===== config.mk =====
export PLATFORM = sky130hd
export DESIGN_NAME = compass_heading_unwrap_unit
export DESIGN_NICKNAME = d
export VERILOG_FILES = /design/src/rtl/chu_pkg.sv /design/src/rtl/compass_heading_unwrap_unit.sv
export SDC_FILE = /design/constraint.sdc
export NUM_CORES = 1
export LEC_CHECK = 0
export CAP_MARGIN = 20
export CORE_UTILIZATION = 40
export DETAILED_ROUTE_END_ITERATION = 8
export DONT_BUFFER_PORTS = 1
export PLACE_DENSITY_LB_ADDON = 0.08
export SLEW_MARGIN = 15
export SYNTH_ARGS = -nofsm -noshare
export SYNTH_HDL_FRONTEND = slang
export SYNTH_SLANG_ARGS = --single-unit

===== constraint.sdc =====
create_clock -name clk -period 12.1 [get_ports clk]
set_input_delay 2.42 -clock clk [delete_from_list [all_inputs] [get_ports clk]]
set_output_delay 2.42 -clock clk [all_outputs]
set_load 0.05 [all_outputs]

===== src/rtl/chu_pkg.sv =====
// ----------------------------------------------------------------------------
// chu_pkg
// Shared constants for the compass heading unwrap unit. Angles are in
// 1/32-degree units.
// ----------------------------------------------------------------------------
package chu_pkg;

	localparam int BearingW  = 8;
	localparam int OffsetW   = 15;
	localparam int FineW     = 14;
	localparam int DegW      = 9;
	localparam int DirW      = 3;
	localparam int ContW     = 30;
	localparam int DeltaW    = 16;
	localparam int TurnW     = 16;
	localparam int SumW      = 18;

	localparam int FullTurn  = 11520;
	localparam int HighEdge  = 9600;
	localparam int LowEdge   = 1920;
	localparam int StepScale = 45;
	localparam int HalfDeg   = 16;
	localparam int DegTurn   = 360;

	localparam logic signed [TurnW-1:0] TurnMax = 16'sh7FFF;
	localparam logic signed [TurnW-1:0] TurnMin = 16'sh8000;

	localparam logic [DirW-1:0] DirN  = 3'd0;
	localparam logic [DirW-1:0] DirNe = 3'd1;
	localparam logic [DirW-1:0] DirE  = 3'd2;
	localparam logic [DirW-1:0] DirSe = 3'd3;
	localparam logic [DirW-1:0] DirS  = 3'd4;
	localparam logic [DirW-1:0] DirSw = 3'd5;
	localparam logic [DirW-1:0] DirW_ = 3'd6;
	localparam logic [DirW-1:0] DirNw = 3'd7;

	localparam logic CmdSample = 1'b0;
	localparam logic CmdClear  = 1'b1;

	function automatic logic [DirW-1:0] sector_of(input logic [DegW-1:0] deg);
		logic [DirW-1:0] s;
		if (deg >= 9'd23 && deg < 9'd68) begin
			s = DirNe;
		end else if (deg >= 9'd68 && deg < 9'd113) begin
			s = DirE;
		end else if (deg >= 9'd113 && deg < 9'd158) begin
			s = DirSe;
		end else if (deg >= 9'd158 && deg < 9'd203) begin
			s = DirS;
		end else if (deg >= 9'd203 && deg < 9'd248) begin
			s = DirSw;
		end else if (deg >= 9'd248 && deg < 9'd293) begin
			s = DirW_;
		end else if (deg >= 9'd293 && deg < 9'd338) begin
			s = DirNw;
		end else begin
			s = DirN;
		end
		return s;
	endfunction

endpackage


===== src/rtl/compass_heading_unwrap_unit.sv =====
// ----------------------------------------------------------------------------
// compass_heading_unwrap_unit
// Scales an 8-bit compass bearing to a fine heading, applies the offset,
// wraps it to one turn and unwraps it into a continuous angle.
// ----------------------------------------------------------------------------
//  channel   direction  signals
//  s_*       in         s_tvalid, s_tready, s_tdata, s_tuser
//  m_*       out        m_tvalid, m_tready, m_tdata, m_tuser
//  cfg_*     in         cfg_valid, cfg_ready, cfg_data (heading offset)
//
// One word per cycle while m_tready is high; a word passes through the input
// register and then the result register.
// Reset clears the offset, the tracking state and both valid flags.
// A stalled result holds in the result register while the input register
// still takes one more word; s_tready then falls until m_tready returns.
// The configuration port is always ready.
// ----------------------------------------------------------------------------
module compass_heading_unwrap_unit import chu_pkg::*; (
	input  logic        clk,
	input  logic        arst_n,
	input  logic        s_tvalid,
	output logic        s_tready,
	input  logic [7:0]  s_tdata,   // bearing[7:0]
	input  logic        s_tuser,   // command
	output logic        m_tvalid,
	input  logic        m_tready,
	output logic [71:0] m_tdata,   // heading_fine[13:0], heading_deg[22:14],
	                               // direction[25:23], continuous_heading[55:26],
	                               // heading_delta[71:56]
	output logic        m_tuser,   // first_sample
	input  logic        cfg_valid,
	output logic        cfg_ready,
	input  logic [14:0] cfg_data
);

	logic                           valid_s1;
	logic                           cmd_s1;
	logic [BearingW-1:0]            bearing_s1;
	logic                           valid_s2;
	logic [FineW-1:0]               fine_s2;
	logic [DegW-1:0]                deg_s2;
	logic [DirW-1:0]                dir_s2;
	logic signed [ContW-1:0]        cont_s2;
	logic signed [DeltaW-1:0]       delta_s2;
	logic                           first_s2;

	logic signed [OffsetW-1:0]      offset_q;
	logic                           have_q;
	logic [FineW-1:0]               prev_q;
	logic signed [ContW-1:0]        base_q;
	logic signed [TurnW-1:0]        turn_q;

	logic                           advance;
	logic [FineW-1:0]               prod;
	logic signed [SumW-1:0]         sum;
	logic signed [SumW-1:0]         wrapped;
	logic [FineW-1:0]               fine;
	logic [DegW:0]                  deg_wide;
	logic [DegW-1:0]                deg;
	logic                           up;
	logic                           down;
	logic signed [ContW-1:0]        base_next;
	logic signed [ContW-1:0]        cont;
	logic signed [DeltaW-1:0]       diff;
	logic signed [DeltaW-1:0]       delta;

	assign advance   = valid_s1 && (!valid_s2 || m_tready);
	assign s_tready  = !valid_s1 || advance;
	assign cfg_ready = 1'b1;

	always_comb begin
		prod = FineW'({{(FineW-BearingW){1'b0}}, bearing_s1} * FineW'(StepScale));
		sum  = $signed({{(SumW-FineW){1'b0}}, prod})
			+ $signed({{(SumW-OffsetW){offset_q[OffsetW-1]}}, offset_q});
		if (sum < -SumW'(FullTurn)) begin
			wrapped = sum + SumW'(2 * FullTurn);
		end else if (sum < 0) begin
			wrapped = sum + SumW'(FullTurn);
		end else if (sum < SumW'(FullTurn)) begin
			wrapped = sum;
		end else if (sum < SumW'(2 * FullTurn)) begin
			wrapped = sum - SumW'(FullTurn);
		end else begin
			wrapped = sum - SumW'(2 * FullTurn);
		end
		fine = wrapped[FineW-1:0];

		deg_wide = (DegW+1)'(({1'b0, fine} + (FineW+1)'(HalfDeg)) >> 5);
		deg = (deg_wide == (DegW+1)'(DegTurn)) ? '0 : deg_wide[DegW-1:0];

		up   = have_q && (prev_q > FineW'(HighEdge)) && (fine < FineW'(LowEdge))
			&& (turn_q != TurnMax);
		down = have_q && (prev_q < FineW'(LowEdge)) && (fine > FineW'(HighEdge))
			&& (turn_q != TurnMin);

		if (up) begin
			base_next = base_q + ContW'(FullTurn);
		end else if (down) begin
			base_next = base_q - ContW'(FullTurn);
		end else begin
			base_next = base_q;
		end
		cont = base_next + $signed({{(ContW-FineW){1'b0}}, fine});

		diff = $signed({{(DeltaW-FineW){1'b0}}, fine})
			- $signed({{(DeltaW-FineW){1'b0}}, prev_q});
		if (up) begin
			delta = diff + DeltaW'(FullTurn);
		end else if (down) begin
			delta = diff - DeltaW'(FullTurn);
		end else begin
			delta = diff;
		end
	end

	always_ff @(posedge clk or negedge arst_n) begin
		if (!arst_n) begin
			offset_q <= '0;
		end else if (cfg_valid && cfg_ready) begin
			offset_q <= cfg_data;
		end
	end

	always_ff @(posedge clk or negedge arst_n) begin
		if (!arst_n) begin
			valid_s1 <= 1'b0;
		end else if (s_tready) begin
			valid_s1 <= s_tvalid;
		end
	end

	always_ff @(posedge clk) begin
		if (s_tvalid && s_tready) begin
			cmd_s1     <= s_tuser;
			bearing_s1 <= s_tdata;
		end
	end

	always_ff @(posedge clk or negedge arst_n) begin
		if (!arst_n) begin
			valid_s2 <= 1'b0;
			have_q   <= 1'b0;
			prev_q   <= '0;
			base_q   <= '0;
			turn_q   <= '0;
		end else begin
			if (advance) begin
				valid_s2 <= 1'b1;
			end else if (m_tready) begin
				valid_s2 <= 1'b0;
			end
			if (advance) begin
				if (cmd_s1 == CmdClear) begin
					have_q <= 1'b0;
					prev_q <= '0;
					base_q <= '0;
					turn_q <= '0;
				end else if (!have_q) begin
					have_q <= 1'b1;
					prev_q <= fine;
					base_q <= '0;
					turn_q <= '0;
				end else begin
					prev_q <= fine;
					base_q <= base_next;
					if (up) begin
						turn_q <= turn_q + TurnW'(1);
					end else if (down) begin
						turn_q <= turn_q - TurnW'(1);
					end
				end
			end
		end
	end

	always_ff @(posedge clk) begin
		if (advance) begin
			if (cmd_s1 == CmdClear) begin
				fine_s2  <= '0;
				deg_s2   <= '0;
				dir_s2   <= DirN;
				cont_s2  <= '0;
				delta_s2 <= '0;
				first_s2 <= 1'b0;
			end else if (!have_q) begin
				fine_s2  <= fine;
				deg_s2   <= deg;
				dir_s2   <= sector_of(deg);
				cont_s2  <= $signed({{(ContW-FineW){1'b0}}, fine});
				delta_s2 <= '0;
				first_s2 <= 1'b1;
			end else begin
				fine_s2  <= fine;
				deg_s2   <= deg;
				dir_s2   <= sector_of(deg);
				cont_s2  <= cont;
				delta_s2 <= delta;
				first_s2 <= 1'b0;
			end
		end
	end

	assign m_tvalid = valid_s2;
	assign m_tdata  = {delta_s2, cont_s2, dir_s2, deg_s2, fine_s2};
	assign m_tuser  = first_s2;

endmodule

Word level (Yosys, flattened, before mapping)
Cells that the tools add are included.

storage, ports and cells
  flip-flop bits (word level) = 160
  bits of input ports = 29
  logic and storage cells = 112

operators by class
  add/subtract/negate cells = 14
  multiply operators = 1
  $lt $le $gt $ge = 22
  eq/ne operators = 4
  multiplexer cells = 28
  bitwise operators = 1
  reductions and logical operators = 24

operators by type and width
  operator                  number
  $mux W30                  4
  $mux W16                  6
  $mux W14                  6
  $lt A16 B15 Y1 const B    2
  $ne A16 B16 Y1 const B    2
  $add A30 B15 Y30          1
  $add A30 B15 Y30 const B  1
  $sub A30 B15 Y30 const B  1
  $add A14 B14 Y14 const B  2
  $gt A14 B14 Y1 const B    2
  $lt A14 B11 Y1 const B    2
  $sub A14 B14 Y14 const B  2
  $ge A9 B8 Y1 const B      3
  $lt A9 B8 Y1 const B      3
  $ge A9 B7 Y1 const B      2
  $lt A9 B7 Y1 const B      2
  $lt A9 B9 Y1 const B      2
  $add A15 B15 Y16          1
  $add A15 B15 Y16 const B  1
  $add A16 B2 Y16 const B   1
  $lt A16 B1 Y1 const B     1
  $lt A16 B16 Y1 const B    1
  $sub A15 B15 Y16 const B  1
  $sub A16 B2 Y16 const B   1
  19 further kinds          44

Longest topological paths before layout
  word-level depth = 19
  gate-level depth with buffers = 49

Worst setup path after synthesis
Ideal clock, no wire load.

  path type = register to register
  from = register bearing_s1[1]
  to = register cont_s2[24] (data pin)
  setup time = 147 ps
  arrival = 9530 ps
  data required time = 11953 ps
  setup slack = 2423 ps
  stages on the path, launching flop included = 43
  path buffers = 4
  clock period less this slack = 9677 ps
  path through = edfxtp_1 ha_1 inv_1 fa_1 fa_1 inv_1 ha_1 a21oi_1 o21bai_1 a21oi_1 o21bai_1 a21oi_1 o21bai_1 a21oi_1 xnor2_1 ha_1 o21ai_0 nor2_1 [... 7 more ...] or4_4 buf_6 or2_1 buf_6 clkbuf_1 o21ai_0 o21ai_0 ha_1 inv_1 o21bai_1 a21oi_1 o21bai_1 a21o_1 a21oi_1 nor3_1 nand4_2 or4_1 a21oi_1

between the ends
  cells in the longest elaborated chain, start to end = 13
  elaborated cells on any way between the ends = 23

ends and longest elaborated chain
  item                                      RTL line                            source
  from (decl)                               compass_heading_unwrap_unit.sv:38   logic [BearingW-1:0] bearing_s1;
  from (signal assigned)                    compass_heading_unwrap_unit.sv:135  bearing_s1 <= s_tdata;
  $mul A8 B6 Y14 (*)                        compass_heading_unwrap_unit.sv:72   prod = FineW'({{(FineW-BearingW){1'b0}}, bearing_s1} * FineW'(StepScale));
  $add A15 B15 Y16 (*)                      compass_heading_unwrap_unit.sv:74   + $signed({{(SumW-OffsetW){offset_q[OffsetW-1]}}, offset_q});
  $sub A14 B14 Y14 (tied with other cells)  compass_heading_unwrap_unit.sv:84   wrapped = sum - SumW'(2 * FullTurn);
  $mux W14                                  compass_heading_unwrap_unit.sv:81   end else if (sum < SumW'(2 * FullTurn)) begin
  $mux W14                                  compass_heading_unwrap_unit.sv:79   end else if (sum < SumW'(FullTurn)) begin
  $mux W14                                  compass_heading_unwrap_unit.sv:77   end else if (sum < 0) begin
  $mux W14 (*)                              compass_heading_unwrap_unit.sv:75   if (sum < -SumW'(FullTurn)) begin
  $gt A14 B14 Y1                            compass_heading_unwrap_unit.sv:93   down = have_q && (prev_q < FineW'(LowEdge)) && (fine > FineW'(HighEdge))
  $logic_and A1 B1 Y1                       compass_heading_unwrap_unit.sv:93
  $logic_and A1 B1 Y1                       compass_heading_unwrap_unit.sv:94   && (turn_q != TurnMin);
  $mux W30                                  compass_heading_unwrap_unit.sv:98   end else if (down) begin
  $mux W30                                  compass_heading_unwrap_unit.sv:96   if (up) begin
  $add A30 B15 Y30 (*)                      compass_heading_unwrap_unit.sv:103  cont = base_next + $signed({{(ContW-FineW){1'b0}}, fine});
  to (signal assigned)                      compass_heading_unwrap_unit.sv:189  cont_s2 <= $signed({{(ContW-FineW){1'b0}}, fine});
  to (signal assigned)                      compass_heading_unwrap_unit.sv:196  cont_s2 <= cont;
  to (decl)                                 compass_heading_unwrap_unit.sv:43   logic signed [ContW-1:0] cont_s2;

Mark *: on every way between the ends. The rest lies on a longest branch, timed or not.
A chain may end at the register's enable or synchronous reset.

Worst setup path in the final report
Ends and elaborated chain as after synthesis.

==> metrics.yaml <==
outcome:
  status: "finished, final reports clean"
routing:
  drt_iter0_markers: 526
  drc: 0
  vias_per_cell: 5.63
  post_drt_wl_per_cell_um: 18.5
  vias: 8850
  ant_nets: 0
  drt_pre_antenna_iters: 5
  drt_wl_total_mm: 29.1
global_routing:
  grt_usage_pct: 20.8
  grt_max_degree: 71
  grt_use_met1_pct: 30.5
  grt.busiest_layer: "met2"
  groute.layer.met2.usage_pct: 31.3
  antenna_found_initial: 0
  grt_pass1_vias: 8468
  overflow: 0
  grt_first_pass_wirelength_mm: 47.0
  grtUsageMet3_pct: 3.03
cts:
  root_buffer: "clkbuf_16"
  numCtsBuffers: 17
  post_cts_buffers: 0
  h-tree-depth: 4
  clkSinkCount: 152
  ctsResizeCount: 0
  cts_tree: "built"
  postCtsHoldBufs: 0
  clock_path_buffers: 2
  path_clk_slew_ns: 0.07
  insertion_delay_ns: 0.44
final_layout:
  drive_gt1_share_pct: 9.89
  nNetsFinal: 1310
  final_cell_mix: "nand2_1 (99), inv_1 (91), ha_1 (88), edfxtp_1 (82), o21ai_0 (74)"
  layout_commonest_cell: "nand2_1"
  areaGrowthSynthToFinish_pct: 8.41
  instances_no_fill: 1572
synthesis:
  synth_area_per_cell_sq_um: 9.55
  netlist_instances: 1194
  synth_seq_cells: 152
  ys_seq_area_share_pct: 37.0
  ys_async_sr_fraction_pct: 46.1
  yosysWarnings: 0
  synthesis.area_sq_mm: 0.0114
  yosys.cell_types.count: 97
  synth-main-ff-cell: "edfxtp_1"
  syn_nets: 1324
  synth_edf_count: 82
sta:
  rsz0062_at_grt: "false"
  hold-worst-slack_ns: 0.494
  fmax_mhz: 92.1
  fin_crit_sh_pct: 89.8
  hold_viol: 0
  max_slew_margin_pct: 32.7
  min_period_ns: 10.86
  setup-tns-final_ns: 0
  finClkSkew_ns: 0.0139
  setup_viol: 0
  final.setup.worst_slack_ns: 1.24
  final_max_slew_viol_count: 0
  worst_pin_slew_ns: 1.01
floorplanning:
  dieArea_sq_mm: 0.0292
  rows: 61
  io_pins: 105
  initial_core_util_pct: 40.8
  core_sq_mm: 0.0279
  die_width_um: 171
  die_h_um: 171
place:
  dpl.cell_count: 1539
  dp_hpwl_mm: 21.5
  io_buffers: 0
  pre_cts_ws_ns: 1.30
  gp_congestion: 0.887
flow_run:
  drv_cap: 0
critical_path:
  cp_max_fo: 19
  path_common_cell: "a21oi_1"
  cp.arrival_ns: 11.14
  path_class: "reg -> reg"
  end_kind: "register"
  critPathSlowestCell: "or4_4"
  reg2regPathDepth: 39
  max_stage_delay_ns: 0.62
  critPathLaunchType: "register"
  worstPathRequired_ns: 12.38
hold_path:
  whs_path_depth: 1
  hold_class: "reg -> reg"
[path summary, 6_finish.rpt]
check / startpoint / endpoint / slack [ns]
setup / recovery: bearing_s1[1] / cont_s2[24] / 1.24
hold / removal: valid_s1 / m_tvalid / 0.49
setup reg to reg: bearing_s1[1] / cont_s2[24] / 1.24
hold reg to reg: valid_s1 / m_tvalid / 0.49
max in group asynchronous: arst_n / prev_q[3] / 10.28
min in group asynchronous: arst_n / prev_q[0] / 1.68
[sequential cells by signal (all words and copies together) (netlist names)]
name,cells
m_tvalid,1
have_q,1
cont_s2,30
m_tuser,1
bearing_s1,8
base_q,22
offset_q,15
valid_s1,1
cmd_s1,1
deg_s2,9
delta_s2,16
turn_q,16
dir_s2,3
prev_q,14
fine_s2,14
[logic make-up (layout without fill, tap and decap cells)]
group,count (synthesis),count (layout),share of synthesized area [%]
buffers and inverters,145,144,5.32
and+or+nand+nor,359,359,16.6
muxes,30,30,2.87
xor gates and xnor gates,84,84,6.82
adders and majority gates,101,101,11.9
AOI/OAI and AO/OA,321,321,19.4
DFF,152,152,37.0
other,2,3,0.0659
[metrics by stage]
step | instance area, sq um | utilization [%]
finish | 12400 | 44.2
global route | 12400 | 44.2
CTS | 12400 | 44.2
detailed placement | 11800 | 42.1
global placement | 11800 | 42.1
floorplan | 11400 | -
[critical path, delay by kind of cell, from the launching register on]
family / cells / cell delay, ns
AOI/OAI and AO/OA: 18 / 3.39
xor gates and xnor gates: 1 / 0.16
adders and majority gates: 6 / 2.44
buffers and inverters: 4 / 0.43
DFF: 1 / 0.46
and+or+nand+nor: 10 / 3.81
[cell type report]
| class | count | area [sq um] |
|---|---|---|
| Antenna cell | 1 | 2.50 |
| Clock buffer | 20 | 457 |
| Clock inverter | 12 | 143 |
| Fill cell | 2782 | 15600 |
| Inverter | 96 | 368 |
| Multi-Input combinational cell | 897 | 6580 |
| Sequential cell | 152 | 4210 |
| Tap cell | 378 | 473 |
| Timing Repair Buffer | 16 | 120 |
[synth_stat cells (17+ instances only)]
cell type  number  area, sq um
a21oi_1        66          330
and2_1         17          106
clkbuf_1       31          116
dfrtp_1        70         1750
edfxtp_1       82         2460
ha_1           88         1100
inv_1          92          345
mux2_2         20          225
nand2_1       100          375
nand3_1        23          115
nand4_1        17          106
nor2_1         64          240
nor3_1         31          155
o21ai_0        74          370
xnor2_1        51          447
xor2_1         29          254
[per-layer routing]
metal / vias up / wire (um)
met5: - / 0
met3: 23 / 1080
li1: 4362 / -
met1: 4251 / 15100
met2: 214 / 12500
met4: 0 / 386
Power is left out: the tool's default activity adds up to more than one toggle a clock period on the data nets, which glitch-free logic cannot reach.
